$ cat src/hw/rtl/mtks_pkg.sv
package mtks_pkg;

    // action codes carried in action_kind
    localparam logic [2:0] KIND_TAP       = 3'd0;
    localparam logic [2:0] KIND_HOLD      = 3'd1;
    localparam logic [2:0] KIND_INTERRUPT = 3'd2;
    localparam logic [2:0] KIND_TIMEOUT   = 3'd3;
    localparam logic [2:0] KIND_RELEASE   = 3'd4;

    // configuration register indexes
    localparam logic CFG_FIRST_CODE    = 1'b0;
    localparam logic CFG_TIMEOUT_TICKS = 1'b1;

    localparam logic [15:0] TIMEOUT_RESET = 16'd40;

    typedef struct packed {
        logic        op;
        logic [15:0] key_code;
        logic        now_down;
        logic        was_down;
        logic        injected;
    } t_in_item;

    typedef struct packed {
        logic       is_action;
        logic [4:0] key_index;
        logic [7:0] tap_count;
        logic [2:0] action_kind;
        logic       forward_key;
        logic       last_item;
    } t_out_item;

    // sequence state, plus a copy of the active key's tap count
    typedef struct packed {
        logic        active;
        logic [4:0]  index;
        logic [7:0]  count;
        logic [15:0] timer;
    } t_seq;

    function automatic t_out_item mk_act(logic [4:0] idx, logic [7:0] cnt,
                                         logic [2:0] kind);
        t_out_item r;
        r             = '0;
        r.is_action   = 1'b1;
        r.key_index   = idx;
        r.tap_count   = cnt;
        r.action_kind = kind;
        return r;
    endfunction

endpackage

$ cat src/hw/rtl/mtks_step.sv
module mtks_step #(
    parameter int NUM_TAP_KEYS = 32
) (
    input  logic [15:0]                 i_first_code,
    input  logic [15:0]                 i_timeout_ticks,
    input  mtks_pkg::t_in_item          i_item,
    input  mtks_pkg::t_seq              i_seq,
    input  logic [7:0]                  i_count,
    output logic [4:0]                  o_idx,
    output mtks_pkg::t_seq              o_seq,
    output logic                        o_cnt_we,
    output logic [7:0]                  o_cnt_wdata,
    output mtks_pkg::t_out_item [2:0]   o_res,
    output logic [1:0]                  o_res_cnt
);

    logic [16:0]         diff;
    logic                is_tap;
    logic                on;
    logic                off;
    logic                fwd;
    logic [1:0]          nact;
    logic [7:0]          cnt_inc;
    logic [15:0]         timer_n;
    mtks_pkg::t_out_item act0;
    mtks_pkg::t_out_item act1;
    mtks_pkg::t_out_item verdict;

    assign diff    = {1'b0, i_item.key_code} - {1'b0, i_first_code};
    assign is_tap  = !diff[16] && (diff[15:0] < 16'(NUM_TAP_KEYS));
    assign o_idx   = diff[4:0];
    assign on      = i_item.now_down && !i_item.was_down;
    assign off     = !i_item.now_down && i_item.was_down;
    assign cnt_inc = i_count + 8'd1;
    assign timer_n = (i_seq.timer < i_timeout_ticks) ? i_seq.timer + 16'd1 : i_seq.timer;

    always_comb begin
        o_seq       = i_seq;
        o_cnt_we    = 1'b0;
        o_cnt_wdata = cnt_inc;
        nact        = 2'd0;
        fwd         = 1'b0;
        act0        = '0;
        act1        = '0;
        if (i_item.op) begin
            if (i_seq.active) begin
                o_seq.timer = timer_n;
                if (timer_n >= i_timeout_ticks) begin
                    act0         = mtks_pkg::mk_act(i_seq.index, i_seq.count,
                                                    mtks_pkg::KIND_TIMEOUT);
                    o_seq.active = 1'b0;
                    nact         = 2'd1;
                end
            end
        end else if (i_item.injected) begin
            fwd = 1'b1;
        end else if (!i_item.now_down && !i_item.was_down) begin
            fwd = !is_tap;
        end else if (!is_tap) begin
            fwd = 1'b1;
            if (i_seq.active && on) begin
                act0         = mtks_pkg::mk_act(i_seq.index, i_seq.count,
                                                mtks_pkg::KIND_INTERRUPT);
                o_seq.active = 1'b0;
                nact         = 2'd1;
            end
        end else if (!i_seq.active) begin
            // idle key: any down, held or released event starts with a tap
            act0         = mtks_pkg::mk_act(o_idx, cnt_inc, mtks_pkg::KIND_TAP);
            o_seq.active = 1'b1;
            o_seq.index  = o_idx;
            o_seq.count  = cnt_inc;
            o_seq.timer  = '0;
            o_cnt_we     = 1'b1;
            nact         = 2'd1;
        end else if (i_seq.index != o_idx) begin
            if (off && i_count != 8'd0) begin
                act0        = mtks_pkg::mk_act(o_idx, i_count, mtks_pkg::KIND_RELEASE);
                o_cnt_we    = 1'b1;
                o_cnt_wdata = 8'd0;
                nact        = 2'd1;
            end else if (on) begin
                act0         = mtks_pkg::mk_act(i_seq.index, i_seq.count,
                                                mtks_pkg::KIND_INTERRUPT);
                act1         = mtks_pkg::mk_act(o_idx, cnt_inc, mtks_pkg::KIND_TAP);
                o_seq.active = 1'b1;
                o_seq.index  = o_idx;
                o_seq.count  = cnt_inc;
                o_seq.timer  = '0;
                o_cnt_we     = 1'b1;
                nact         = 2'd2;
            end
        end else if (on) begin
            act0        = mtks_pkg::mk_act(o_idx, cnt_inc, mtks_pkg::KIND_TAP);
            o_seq.count = cnt_inc;
            o_seq.timer = '0;
            o_cnt_we    = 1'b1;
            nact        = 2'd1;
        end else if (!off) begin
            act0 = mtks_pkg::mk_act(o_idx, i_count, mtks_pkg::KIND_HOLD);
            nact = 2'd1;
        end
    end

    always_comb begin
        verdict             = '0;
        verdict.forward_key = fwd;
        verdict.last_item   = 1'b1;
        o_res               = '0;
        if (i_item.op) begin
            o_res[0]           = act0;
            o_res[0].last_item = 1'b1;
            o_res_cnt          = nact;
        end else begin
            case (nact)
                2'd0: begin
                    o_res[0] = verdict;
                end
                2'd1: begin
                    o_res[0] = act0;
                    o_res[1] = verdict;
                end
                default: begin
                    o_res[0] = act0;
                    o_res[1] = act1;
                    o_res[2] = verdict;
                end
            endcase
            o_res_cnt = nact + 2'd1;
        end
    end

endmodule

$ cat src/hw/rtl/multi_tap_key_sequencer.sv
// Multi-tap key sequencer. An input item (key event or tick) is taken into an
// input register, then decoded against the sequence state and the per-key tap
// counts, and its zero to three results are loaded into a result buffer that
// the output drains one transfer per cycle while i_stall is low. A tick that
// causes no result leaves the buffer empty. The next item is taken into the
// input register while results still wait, and is decoded as the last of them
// leaves; the single result port thus limits how fast items go through.
// Configuration is written through i_cfg_we / i_cfg_index / i_cfg_data; the
// user must write it only while the block is idle; the block itself does not
// enforce it.
module multi_tap_key_sequencer #(
    parameter int NUM_TAP_KEYS = 32
) (
    input  logic                i_clk,
    input  logic                i_rst_n,
    input  logic                i_valid,
    output logic                o_stall,
    input  mtks_pkg::t_in_item  i_data,
    output logic                o_valid,
    input  logic                i_stall,
    output mtks_pkg::t_out_item o_data,
    input  logic                i_cfg_we,
    input  logic                i_cfg_index,
    input  logic [15:0]         i_cfg_data
);

    localparam int IW = (NUM_TAP_KEYS > 1) ? $clog2(NUM_TAP_KEYS) : 1;

    logic [15:0]                    r_first_code;
    logic [15:0]                    r_timeout_ticks;
    mtks_pkg::t_seq                 r_seq;
    logic [7:0]                     r_taps [NUM_TAP_KEYS];
    logic                           r_in_valid;
    mtks_pkg::t_in_item             r_in;
    mtks_pkg::t_out_item [2:0]      r_res;
    logic [1:0]                     r_head;
    logic [1:0]                     r_left;

    logic [4:0]                     idx;
    mtks_pkg::t_seq                 n_seq;
    logic                           cnt_we;
    logic [7:0]                     cnt_wdata;
    mtks_pkg::t_out_item [2:0]      n_res;
    logic [1:0]                     n_res_cnt;
    logic                           pop;
    logic                           process;

    mtks_step #(
        .NUM_TAP_KEYS(NUM_TAP_KEYS)
    ) u_step (
        .i_first_code   (r_first_code),
        .i_timeout_ticks(r_timeout_ticks),
        .i_item         (r_in),
        .i_seq          (r_seq),
        .i_count        (r_taps[idx[IW-1:0]]),
        .o_idx          (idx),
        .o_seq          (n_seq),
        .o_cnt_we       (cnt_we),
        .o_cnt_wdata    (cnt_wdata),
        .o_res          (n_res),
        .o_res_cnt      (n_res_cnt)
    );

    assign o_valid = (r_left != 2'd0);
    assign o_data  = r_res[r_head];
    assign pop     = o_valid && !i_stall;
    assign process = r_in_valid && ((r_left == 2'd0) || (r_left == 2'd1 && pop));
    assign o_stall = r_in_valid && !process;

    always_ff @(posedge i_clk) begin
        if (!i_rst_n) begin
            r_first_code    <= '0;
            r_timeout_ticks <= mtks_pkg::TIMEOUT_RESET;
        end else if (i_cfg_we) begin
            unique case (i_cfg_index)
                mtks_pkg::CFG_FIRST_CODE:    r_first_code    <= i_cfg_data;
                mtks_pkg::CFG_TIMEOUT_TICKS: r_timeout_ticks <= i_cfg_data;
                default: ;
            endcase
        end
    end

    always_ff @(posedge i_clk) begin
        if (!i_rst_n) begin
            r_in_valid <= 1'b0;
        end else if (i_valid && !o_stall) begin
            r_in_valid <= 1'b1;
        end else if (process) begin
            r_in_valid <= 1'b0;
        end
        if (i_valid && !o_stall) begin
            r_in <= i_data;
        end
    end

    always_ff @(posedge i_clk) begin
        if (!i_rst_n) begin
            r_seq <= '0;
            for (int i = 0; i < NUM_TAP_KEYS; i++) begin
                r_taps[i] <= 8'd0;
            end
        end else if (process) begin
            r_seq <= n_seq;
            if (cnt_we) begin
                r_taps[idx[IW-1:0]] <= cnt_wdata;
            end
        end
    end

    always_ff @(posedge i_clk) begin
        if (!i_rst_n) begin
            r_head <= '0;
            r_left <= '0;
        end else if (process) begin
            r_head <= 2'd0;
            r_left <= n_res_cnt;
        end else if (pop) begin
            r_head <= r_head + 2'd1;
            r_left <= r_left - 2'd1;
        end
        if (process) begin
            r_res <= n_res;
        end
    end

    // the final result of an item is the last one in the buffer
    assert property (@(posedge i_clk) disable iff (!i_rst_n)
        (o_valid && o_data.last_item) |-> (r_left == 2'd1))
        else $error("last_item shown with results still queued");

    // a verdict always closes its item
    assert property (@(posedge i_clk) disable iff (!i_rst_n)
        (o_valid && !o_data.is_action) |-> o_data.last_item)
        else $error("verdict not marked last");

    // a sequence only starts from a processed item
    assert property (@(posedge i_clk) disable iff (!i_rst_n)
        $rose(r_seq.active) |-> $past(process))
        else $error("sequence started without an item");

endmodule

$ cat config.mk
export PLATFORM = sky130hd
export DESIGN_NAME = multi_tap_key_sequencer
export DESIGN_NICKNAME = d
export VERILOG_FILES = /design/src/hw/rtl/mtks_pkg.sv /design/src/hw/rtl/mtks_step.sv /design/src/hw/rtl/multi_tap_key_sequencer.sv
export SDC_FILE = /design/constraint.sdc
export NUM_CORES = 1
export LEC_CHECK = 0
export CELL_PAD_IN_SITES_DETAIL_PLACEMENT = 0
export CELL_PAD_IN_SITES_GLOBAL_PLACEMENT = 1
export CORE_ASPECT_RATIO = 1.4
export CORE_MARGIN = 2
export CORE_UTILIZATION = 56
export CTS_CLUSTER_DIAMETER = 200
export DETAILED_ROUTE_END_ITERATION = 8
export DONT_BUFFER_PORTS = 1
export PLACE_DENSITY_LB_ADDON = 0.1
export SYNTH_ARGS = -nofsm -noshare
export SYNTH_HDL_FRONTEND = slang
export SYNTH_SLANG_ARGS = --single-unit
$ cat constraint.sdc
create_clock -name i_clk -period 18.95 [get_ports i_clk]
set_input_delay 3.79 -clock i_clk [delete_from_list [all_inputs] [get_ports i_clk]]
set_output_delay 3.79 -clock i_clk [all_outputs]
set_load 0.02 [all_outputs]
# Yosys cells after proc, flatten, opt, wreduce, memory -nomap -nowiden

Memories as Yosys holds them, arrays and structs flattened.
Index checks and enable logic that the tools add are counted.

Register bits: 144
RAM bits: 256
Input port bits: 42
Output and inout port bits: 21
Word-level logic and storage cells: 185
Memories kept: 1

Memory list:

| name   | words | bits a word | rd ports | clocked after memory_dff | write ports | line                          | text |
|---|---|---|---|---|---|---|---|
| r_taps | 32    | 8           | 1        | 0                        | 32          | multi_tap_key_sequencer.sv:32 | `logic [7:0] r_taps [NUM_TAP_KEYS];` |

$add $sub $neg: 6
Magnitude comparators: 4
Equal/unequal tests: 12
Multiplexer cells: 87
Bitwise gates (word level): 5
Reduce and logical (&&, ||, !) cells: 38

Operators with widths:

| cell                                                                          | count |
|---|---|
| 19-bit two-way mux                                                            | 23 |
| 30-bit two-way mux                                                            | 4 |
| 8-bit two-way mux                                                             | 8 |
| 29-bit two-way mux                                                            | 2 |
| 16-bit two-way mux                                                            | 3 |
| 24-bit two-way mux                                                            | 2 |
| 19-bit binary-select mux with 2-bit select                                    | 1 |
| 19-bit one-hot mux with 2 select lines                                        | 1 |
| 1-bit two-way mux                                                             | 28 |
| 2-bit two-way mux                                                             | 13 |
| 16-bit by 16-bit subtractor with 17-bit output                                | 1 |
| 16-bit by 1-bit adder with 16-bit output, second input constant               | 1 |
| 16-bit greater-or-equal comparator                                            | 1 |
| 16-bit less-than comparator                                                   | 1 |
| 16-bit by 6-bit less-than comparator with 1-bit output, second input constant | 1 |
| 7-bit AND reduction                                                           | 2 |
| 1-bit logical AND                                                             | 11 |
| 8-bit by 1-bit adder with 8-bit output, second input constant                 | 1 |
| 8-bit AND reduction                                                           | 1 |
| 2-bit nonzero test                                                            | 4 |
| 8-bit nonzero test                                                            | 1 |
| 8-bit OR reduction                                                            | 1 |
| 1-bit zero test                                                               | 7 |
| 6-bit two-way mux                                                             | 1 |
| other kinds (19)                                                              | 33 |

# Logic depth before layout (Yosys ltp)

Gate-level depths: netlist of run 1.
An unclocked memory read counts as a cell.

Depth in word-level cells: 17
Gate-level depth with buffers: 29

# Cells and area by module

A second synthesis of run 1 with hierarchy kept.

Cell total of the unflattened synthesis: 1939
Area total of the unflattened synthesis: 21270.4 µm²

By module, submodules not included:

| module                  | instances | cells each | area an instance (µm²) |
|---|---|---|---|
| multi_tap_key_sequencer | 1         | 1324       | 17090.1 |
| mtks_step               | 1         | 615        | 4180.3 |

# Least setup slack after synthesis of run 1

OpenSTA, ideal clock, no wires.

Path kind: input to output
Start point: in i_stall
End point: out o_stall
Arrival time: 4215 ps
Data required time: 15160 ps
Setup slack: 10945 ps
Stages on the path: 3
Path buffers: 0
Cell sequence: inv_1 a21oi_1 and2_1

Longest elaborated chain between the ends: 7

Ends and longest elaborated chain:

| item              | line                          | text |
|---|---|---|
| from (decl)       | multi_tap_key_sequencer.sv:20 | `input logic i_stall,` |
| 1-bit zero test   | multi_tap_key_sequencer.sv:66 | `assign pop = o_valid && !i_stall;` |
| 1-bit logical AND | multi_tap_key_sequencer.sv:66 |  |
| 1-bit logical AND | multi_tap_key_sequencer.sv:67 | `assign process = r_in_valid && ((r_left == 2'd0) \|\| (r_left == 2'd1 && pop));` |
| 1-bit logical OR  | multi_tap_key_sequencer.sv:67 |  |
| 1-bit logical AND | multi_tap_key_sequencer.sv:67 |  |
| 1-bit zero test   | multi_tap_key_sequencer.sv:68 | `assign o_stall = r_in_valid && !process;` |
| 1-bit logical AND | multi_tap_key_sequencer.sv:68 |  |
| to (decl)         | multi_tap_key_sequencer.sv:17 | `output logic o_stall,` |

Every way passes these cells.

# Final worst setup path of run 1

Same ends and word-level chain as after synthesis.

==> impl_metrics.ini, run 1 <==
[outcome]
status = finished clean

[sta]
max_freq_mhz = 124
hold_viol = 0
slew_headroom_pct = 20.6
setup-violations-final = 0
skew_ns = 0.0219
maxSlewViolCount = 0
rsz0062_at_grt = false
tns_ns = 0
min_period_ns = 8.07
fin_crit_sh_pct = 42.6
tightest_slew_ns = 1.19
fin_hold_ws_ns = 0.455

[global_routing]
grt_pass1_vias = 13600
grt_max_degree = 67
antenna_found_initial = 1
grt_pass1_wl_mm = 77.9
grt_use_total_pct = 28.0
grt-ovfl-total = 0

[placed_design]
hpwlAfterDp_mm = 34.5
io_buffers = 0
placed_cells = 2140
globalplace.congestion = 0.879
placed_area_sq_mm = 0.0202

[die]
fp.dieH_um = 226
initial_core_util_pct = 56.7
die_width_um = 163
ios = 63
core_area_sq_mm = 0.0349
rows = 81
dieArea_sq_mm = 0.0369

[drt]
drtPass1Iterations = 7
route.detailed.drc = 0
drtAntennaViolNets = 0
drtIter0Drc = 1122
via_per_inst = 6.14
num_vias = 13600
wl_per_cell_um = 22.8
wirelength_mm = 50.4

[final_layout]
area_growth_pct = 7.99
fin_util_pct = 61.3
stdcell_area_sq_mm = 0.0214
final_cells = 2208
drive_gt1_share_pct = 11.5
nNetsFinal = 1826

[cts]
clkLatencyLatePin_ns = 0.56
cts_made_buffers = 38
cts-htree-levels = 2
cts.path.max_buffers = 3
clk_pin_slew_ns = 0.06
cts_tree = yes
cts-root-buf = clkbuf_16
post-cts-setup-buffers = 0
cts_resized = 0
cts.sinks = 380
hold_buffers = 0

[synth]
synth_largest_area_cell = edfxtp_1
ys_seq_elements = 380
yosys-top-cells-count = nor2_1 (342), edfxtp_1 (313), nand2_1 (191), a21oi_1 (67), dfxtp_1 (67)
ys_top_cells_by_area = edfxtp_1 (48%), mux4_2 (6.8%), dfxtp_1 (6.8%)
mappedNetlistArea_sq_mm = 0.0198
synth_async_sr_flop_share_pct = 0
yosys.area.top_type_share_pct = 47.5
syn_area_per_cell_sq_um = 11.3
synth_edf_count = 313
seq_area_frac_synth_pct = 54.3
synth_flop_cell = edfxtp_1
yosysUniqueCellTypes = 82
syn_nets = 1858
yosysWarnings = 0
syn-instance-count = 1756
synth_most_common_cell = nor2_1

[hold_path]
holdCritPathClass = flip-flop to flip-flop

[power]
powerDensity_mw_per_mm2 = 98.9
ir_worst_vdd_mv = 0.0825
leakage_nw = 8.16

[worst_setup_path]
arrival_ns = 4.28
endpoint_kind = output pin
path_max_fanout = 3
required_ns = 15.16
path_class = input port to output pin
cp-start-kind = input port

[job]
cap_viol_max_count = 0
-- metal layers --
| metal | part of all wire [%] | vias up | track usage, % |
|---|---|---|---|
| met5 | 0 | - | 0 |
| met4 | 4.1 | 0 | 11.2 |
| met3 | 5.7 | 126 | 3.48 |
| met2 | 53 | 470 | 51.0 |
| met1 | 37 | 6652 | 33.4 |
| li1 | - | 6308 | - |
-- registers in the layout, indices dropped and copies added (netlist names) --
name and flops:
r_first_code 16, r_head 2, r_in 20, r_in_valid 1
r_left 2, r_res 37, r_seq 30, r_taps 256
r_timeout_ticks 16
-- where the power goes --
| part | switching (mW) | internal, mW | leakage (nW) |
|---|---|---|---|
| Sequential | 0.0133 | 0.934 | 3.73 |
| Combinational | 0.307 | 0.119 | 3.86 |
| Clock | 0.324 | 0.415 | 0.575 |
-- metrics by stage --
stage	power [mW]	setup WS [ns]
2_1_floorplan	1.25	10.95
3_3_place_gp	1.38	10.90
3_5_place_dp	1.39	10.88
4_1_cts	2.12	10.87
5_1_grt	2.18	10.86
6_report	2.11	10.88
-- layout by cell type (no fill, tap or decap), drive strengths merged, types with 11 or more instances in the layout --
master  count
edfxtp    313
mux4       60
buf        30
ha         59
clkbuf     48
a211oi     11
a21o       23
nand2b     12
inv        61
nor2      343
nand2     223
mux2i      66
nor2b      13
nand3      36
and3       17
nor3       26
dfxtp      67
and2       16
xnor2      19
clkinv     14
xor2       19
a21oi      67
o21ai      41
-- logic make-up (layout without fill, tap and decap cells) --
family	count (synthesis)	in the layout	synth area share (%)
AO/OA/AOI/OAI	250	250	9.01
XOR/XNOR	38	38	1.68
adder cells (fa/ha/maj)	60	60	3.83
buffers and inverters	163	158	3.48
flip-flops	380	380	54.3
multiplexers	133	133	10.6
other	0	1	0
AND/OR/NAND/NOR	732	732	17.1
-- layout make-up --
class | count | area [sq um]
Fill cell | 2894 | 13500
Sequential cell | 380 | 10700
Multi-Input combinational cell | 1213 | 8390
Clock buffer | 48 | 988
Tap cell | 456 | 571
Inverter | 61 | 229
Timing Repair Buffer | 30 | 225
Clock inverter | 19 | 214
Antenna cell | 1 | 2.50
-- worst paths after layout --
check | startpoint | to | slack (ns) | cells past startpoint
worst max-delay path | i_stall | o_stall | 10.88 | 3
worst min-delay path | r_timeout_ticks[9]$_SDFFE_PN0P_ | r_timeout_ticks[9]$_SDFFE_PN0P_ | 0.46 | 2
worst max register to register | r_in[3]$_DFFE_PP_ | r_res[14]$_DFFE_PP_ | 11.35 | 17
worst min register to register | r_timeout_ticks[9]$_SDFFE_PN0P_ | r_timeout_ticks[9]$_SDFFE_PN0P_ | 0.46 | 2
-- worst max-delay path: stages --
cell and delay [ns]:
inv_1 0.02, a21oi_1 0.16, and2_1 0.32
Note: power is estimated with default switching activity, not from simulation.
==> run 2: changes to the inputs <==
--- a/config.mk
+++ b/config.mk
@@ -9,7 +9,7 @@
 export CELL_PAD_IN_SITES_GLOBAL_PLACEMENT = 1
 export CORE_ASPECT_RATIO = 1.4
 export CORE_MARGIN = 2
-export CORE_UTILIZATION = 56
+export CORE_UTILIZATION = 52
 export CTS_CLUSTER_DIAMETER = 200
 export DETAILED_ROUTE_END_ITERATION = 8
 export DONT_BUFFER_PORTS = 1
==> constraint.sdc (replaced) <==
create_clock -name i_clk -period 7.5 [get_ports i_clk]
set_input_delay 1.5 -clock i_clk [delete_from_list [all_inputs] [get_ports i_clk]]
set_output_delay 1.5 -clock i_clk [all_outputs]
set_load 0.02 [all_outputs]
==> run 2 against run 1 <==
Sequential cell count unchanged. Clock-buffer cell count up 1. Critical path depth increased by 17. First-iteration DRC count decreased by 4.5%. Non-clock buffer count rose by 12. Die area increased by 7.5%. Register-to-register slack got worse by 10 ns. Cell count rose by 1.2%. Critical path type is now flip-flop to flip-flop.
==> impl_metrics.ini, run 2 (same netlist as run 1, synthesis figures left out) <==
[outcome]
status = finished clean

[final_layout]
n_fill_cell = 3174
largest_reg_flops = 256
multi_input_area_sq_mm = 0.00839
regMostFlops = r_taps
area_growth_pct = 8.39
final_common_cell = nor2_1
final_cell_mix = nor2_1 (342), edfxtp_1 (313), nand2_1 (191), a21oi_1 (67), dfxtp_1 (67)
antenna_cells = 0
reg.largest.list = r_taps x256, r_res x37, r_seq x30
regArea_sq_mm = 0.0107
nNetsFinal = 1838
drive_gt1_share_pct = 12.0

[worst_setup_path]
required_ns = 7.88
path_max_fanout = 17
path_class = flip-flop to flip-flop
cp-start-kind = flip-flop
endpoint_kind = flip-flop
crit_path_start = r_in[3]$_DFFE_PP_
arrival_ns = 6.72
r2r_start = r_in[3]$_DFFE_PP_

[sta]
rsz0062_at_grt = false
tns_ns = 0
tightest_slew_ns = 1.22
setup-violations-final = 0
fin_hold_ws_ns = 0.454
max_freq_mhz = 158
slew_headroom_pct = 18.3
fin_crit_sh_pct = 84.5
hold_viol = 0
skew_ns = 0.0139
maxSlewViolCount = 0
worst_slack_ns = 1.16
min_period_ns = 6.34

[drt]
wl_per_cell_um = 23.1
via_per_inst = 6.09
drtIter0Drc = 1071
drtPass1Iterations = 7
drtAntennaViolNets = 0
route.detailed.drc = 0
num_vias = 13600
wirelength_mm = 51.6

[global_routing]
antenna_found_initial = 1
grt-ovfl-total = 0
grt_pass1_wl_mm = 80.6
grt_use_total_pct = 26.5
grt_max_degree = 67
grt_pass1_vias = 13900

[hold_path]
holdCritPathClass = flip-flop to flip-flop
worstHoldStart = r_timeout_ticks[9]$_SDFFE_PN0P_

[die]
rows = 84
initial_core_util_pct = 52.7
dieArea_sq_mm = 0.0396
fp.dieH_um = 235
die_width_um = 169
ios = 63
core_area_sq_mm = 0.0375

[cts]
cts_resized = 0
hold_buffers = 0
cts.sinks = 380
post-cts-setup-buffers = 0
clkLatencyLatePin_ns = 0.54
cts_made_buffers = 38
cts.path.max_buffers = 3
clk_pin_slew_ns = 0.07
cts-root-buf = clkbuf_16
cts_tree = yes
cts-htree-levels = 2

[power]
ir_worst_vdd_mv = 0.204
powerDensity_mw_per_mm2 = 248
leakage_nw = 8.21

[placed_design]
globalplace.congestion = 0.904
io_buffers = 0
hpwlAfterDp_mm = 36.3
dp_slack_ns = 1.25

[job]
cap_viol_max_count = 0
run 2: changes by cell type in the layout (fill, tap and decap cells not counted), sizes merged:
cell,delta
buf,+12
bufinv,-1
clkbuf,+1
clkinv,+1
clkinvlp,-1
diode,-1
inv,-1
run 2: final cells by class:
cell class / instances / share of cell area, %
Sequential cell: 380 / 50.1
Multi-Input combinational cell: 1213 / 39.1
Clock buffer: 49 / 4.73
Tap cell: 473 / 2.76
Clock inverter: 17 / 0.642
Timing Repair Buffer: 42 / 1.59
Inverter: 61 / 1.07
run 2: critical path, stage by stage (launching register included):
cell       delay [ns]
edfxtp_1         0.36
inv_1            0.09
ha_4             0.14
inv_1            0.05
fa_2             0.92
mux4_2           0.42
mux2_2           0.27
a2111oi_0        0.79
buf_4            0.25
a21oi_1          0.06
nor3_1           0.20
o2111ai_1        0.28
o21ai_1          0.25
nand2_1          0.13
o31ai_1          0.40
nand2_1          0.14
ha_1             0.24
nor2_1           0.15
or4b_1           0.52
or2_1            0.38
nor2_1           0.14
run 2: path summary, 6_finish.rpt:
| path | end | slack [ns] | cells past startpoint |
|---|---|---|---|
| min | r_timeout_ticks[9]$_SDFFE_PN0P_ | 0.45 | 2 |
| max reg2reg | r_res[24]$_SDFFCE_PP0P_ | 1.16 | 20 |
| min reg2reg | r_timeout_ticks[9]$_SDFFE_PN0P_ | 0.45 | 2 |
| max | r_res[24]$_SDFFCE_PP0P_ | 1.16 | 20 |
run 2: metrics by stage:
| stage | util (%) | instance area (sq um) | instances | total power, mW |
|---|---|---|---|---|
| after floorplan | - | 19800 | 1756 | 3.17 |
| after global placement | 54.1 | 20300 | 2169 | 3.53 |
| after detailed placement | 54.1 | 20300 | 2169 | 3.53 |
| after CTS | 57.1 | 21400 | 2235 | 5.34 |
| after global routing | 57.1 | 21400 | 2235 | 5.50 |
| final | 57.1 | 21400 | 2235 | 5.31 |
run 2: per-layer routing:
metal  track usage [%]  vias to the layer above  wire length, um
li1                  -                     6308                -
met1              31.4                     6748            19800
met2              48.0                      422            27000
met3              3.39                      136             2470
met4              11.7                        2             2360
met5                 0                        -               13
run 2: power by group:
group          switching [mW]  internal [mW]  total (mW)  leakage, nW
clock network           0.793           1.02        1.82        0.560
logic                   0.777          0.320        1.10         3.92
registers              0.0340           2.36        2.39         3.73
==> run 3: changes to the inputs <==
--- a/config.mk
+++ b/config.mk
@@ -5,11 +5,12 @@
 export SDC_FILE = /design/constraint.sdc
 export NUM_CORES = 1
 export LEC_CHECK = 0
+export ABC_AREA = 1
 export CELL_PAD_IN_SITES_DETAIL_PLACEMENT = 0
 export CELL_PAD_IN_SITES_GLOBAL_PLACEMENT = 1
 export CORE_ASPECT_RATIO = 1.4
 export CORE_MARGIN = 2
-export CORE_UTILIZATION = 52
+export CORE_UTILIZATION = 44
 export CTS_CLUSTER_DIAMETER = 200
 export DETAILED_ROUTE_END_ITERATION = 8
 export DONT_BUFFER_PORTS = 1
==> constraint.sdc (replaced) <==
create_clock -name i_clk -period 5.1 [get_ports i_clk]
set_input_delay 1.02 -clock i_clk [delete_from_list [all_inputs] [get_ports i_clk]]
set_output_delay 1.02 -clock i_clk [all_outputs]
set_load 0.02 [all_outputs]
==> run 3 against run 2 <==
Sequential cell count unchanged. Die area increased by 20%. Maximum frequency increased by 34%. Synthesized area increased by 2.1%. Sequential share of layout area decreased by 2.7 points. Via count increased by 23%. Combinational power increased by 130%. Clock skew increased by 0.0023 ns. Critical path depth increased by 9. Setup slack got worse by 0.79 ns. Critical endpoint is now r_taps[22][3]$_SDFFCE_PN0P_. Largest power group unchanged. Highest routed layer unchanged.
==> impl_metrics.ini, run 3 <==
[outcome]
status = finished clean

[final_layout]
regArea_sq_mm = 0.0107
n_fill_cell = 4447
final_common_cell = nand2_1
largest_reg_flops = 256
drive_gt1_share_pct = 7.05
stdcell_area_sq_mm = 0.0227
reg.largest.list = r_taps x256, r_res x37, r_seq x30
final_cells = 3150
area_growth_pct = 12.2
final_cell_mix = nand2_1 (813), nor2_1 (479), edfxtp_1 (313), inv_1 (166), nand3_1 (156)
regMostFlops = r_taps
antenna_cells = 0
nNetsFinal = 2608
multi_input_area_sq_mm = 0.00844

[drt]
route.detailed.drc = 0
wl_per_cell_um = 19.4
via_per_inst = 5.30
wirelength_mm = 61.0
drtAntennaViolNets = 0
num_vias = 16700
drtPass1Iterations = 6
drtIter0Drc = 1065

[worst_setup_path]
path_class = flip-flop to flip-flop
arrival_ns = 4.95
endpoint_kind = flip-flop
cp_slowest_cell = fa_2
cp-start-kind = flip-flop
required_ns = 5.32
path_max_fanout = 9
cp_common_cell = nand2_1
cpPeakStageDelay_ns = 0.72

[synth]
yosys.area_share.simple_pct = 30.9
syn-instance-count = 2507
syn_nets = 2609
synth_compound_area_share_pct = 5.88
synth_most_common_cell = nand2_1
yosys-top-cells-count = nand2_1 (821), nor2_1 (484), edfxtp_1 (313), inv_1 (168), nand3_1 (156)
synth_edf_count = 313
synth_xor_area_share_pct = 0.818
ys_top_cells_by_area = edfxtp_1 (47%), nand2_1 (15%), nor2_1 (9.0%)
syn_area_per_cell_sq_um = 8.05
synth_flop_cell = edfxtp_1
synth_async_sr_flop_share_pct = 0
synth_top_family_by_area = simple AND/OR/NAND/NOR gates
yosysWarnings = 0
yosys.area_share.adder_pct = 3.75
synth_largest_area_cell = edfxtp_1
mappedNetlistArea_sq_mm = 0.0202
yosys.area.top_type_share_pct = 46.5
seq_area_frac_synth_pct = 53.2
ys_seq_elements = 380
synthMuxAreaShare_pct = 0
yosysUniqueCellTypes = 45

[placed_design]
placed_cells = 3063
io_buffers = 0
placed_area_sq_mm = 0.0210
hpwlAfterDp_mm = 41.9
globalplace.congestion = 0.914

[die]
dieArea_sq_mm = 0.0476
initial_core_util_pct = 44.8
core_area_sq_mm = 0.0451
ios = 63
die_width_um = 185
rows = 92
fp.dieH_um = 257

[global_routing]
grt_pass1_vias = 16400
grt_use_total_pct = 25.5
grt-ovfl-total = 0
grt_pass1_wl_mm = 92.8
antenna_found_initial = 1
grt_max_degree = 85

[cts]
cts-htree-levels = 2
cts_tree = yes
cts.path.max_buffers = 3
cts.sinks = 380
hold_buffers = 0
clkLatencyLatePin_ns = 0.58
clk_pin_slew_ns = 0.06
cts-root-buf = clkbuf_16
cts_made_buffers = 42

[sta]
max_freq_mhz = 212
min_period_ns = 4.73
slew_headroom_pct = 37.6
fin_hold_ws_ns = 0.458
maxSlewViolCount = 0
fin_crit_sh_pct = 92.7
tightest_slew_ns = 0.932
setup-violations-final = 0
tns_ns = 0
skew_ns = 0.0162
hold_viol = 0

[hold_path]
holdCritPathClass = flip-flop to flip-flop

[job]
cap_viol_max_count = 0

[power]
ir_worst_vdd_mv = 0.260
powerDensity_mw_per_mm2 = 407
leakage_nw = 10.1
[run 3: changes by cell type after synthesis, moves of 60 or more]
cell     previous run  this run
mux4_2             60         0
o21ai_0            30        92
nor2_1            342       484
nand2_1           191       821
mux2i_1            66         0
nand3_1            36       156
inv_1              59       168
[run 3: cells by family (layout without fill, tap and decap cells)]
family / Yosys count / count (layout)
xor+xnor: 18 / 18
flops: 380 / 380
fa+ha+maj: 60 / 60
compound gates: 226 / 226
buf+inv: 286 / 318
simple gates: 1537 / 1537
[run 3: layout make-up]
type,count,area share (%)
Timing Repair Buffer,63,2.87
Sequential cell,380,47.4
Multi-Input combinational cell,1841,37.3
Clock buffer,59,5.42
Tap cell,611,3.37
Clock inverter,18,0.657
Inverter,178,3.00
[run 3: layer usage]
layer	share of wire, %	GRT usage (%)
met3	4.7	3.76
met5	0.025	0
met1	38	29.0
met2	52	46.9
met4	4.9	11.3
[run 3: final timing paths]
| kind | start | endpoint | slack (ns) | depth (start not counted) |
|---|---|---|---|---|
| max | r_in[3]$_DFFE_PP_ | r_taps[22][3]$_SDFFCE_PN0P_ | 0.37 | 29 |
| min | r_first_code[7]$_SDFFE_PN0P_ | r_first_code[7]$_SDFFE_PN0P_ | 0.46 | 2 |
| max reg2reg | r_in[3]$_DFFE_PP_ | r_taps[22][3]$_SDFFCE_PN0P_ | 0.37 | 29 |
| min reg2reg | r_first_code[7]$_SDFFE_PN0P_ | r_first_code[7]$_SDFFE_PN0P_ | 0.46 | 2 |
[run 3: metrics by stage]
step | power (mW) | setup WS, ns | util, %
global route | 9.66 | -0.0143 | 50.2
CTS | 9.21 | 0.0879 | 49.6
floorplan | 5.24 | 0.461 | -
detailed placement | 6.16 | 0.130 | 46.6
global placement | 6.16 | 0.219 | 46.6
finish | 9.22 | 0.373 | 50.2
[run 3: worst max-delay path: cells and delay by family (launching register included)]
kind	cells	cell delay, ns
and+or+nand+nor	20	2.32
adders and majority gates	3	1.02
buffers and inverters	6	0.61
DFF	1	0.36
[run 3: where the power goes]
| part | total, mW | internal (mW) | leakage (nW) | switching [mW] |
|---|---|---|---|---|
| Clock | 3.05 | 1.78 | 0.660 | 1.26 |
| Combinational | 2.57 | 0.606 | 5.67 | 1.96 |
| Sequential | 3.61 | 3.53 | 3.73 | 0.0749 |
| Total | 9.22 | 5.92 | 10.1 | 3.30 |
[run 3: what timing repair did]
item | 4_1_cts | 5_1_grt
setup endpoints to repair | 0 | 264
gates resized for setup | 0 | 38
setup buffers | 0 | 6
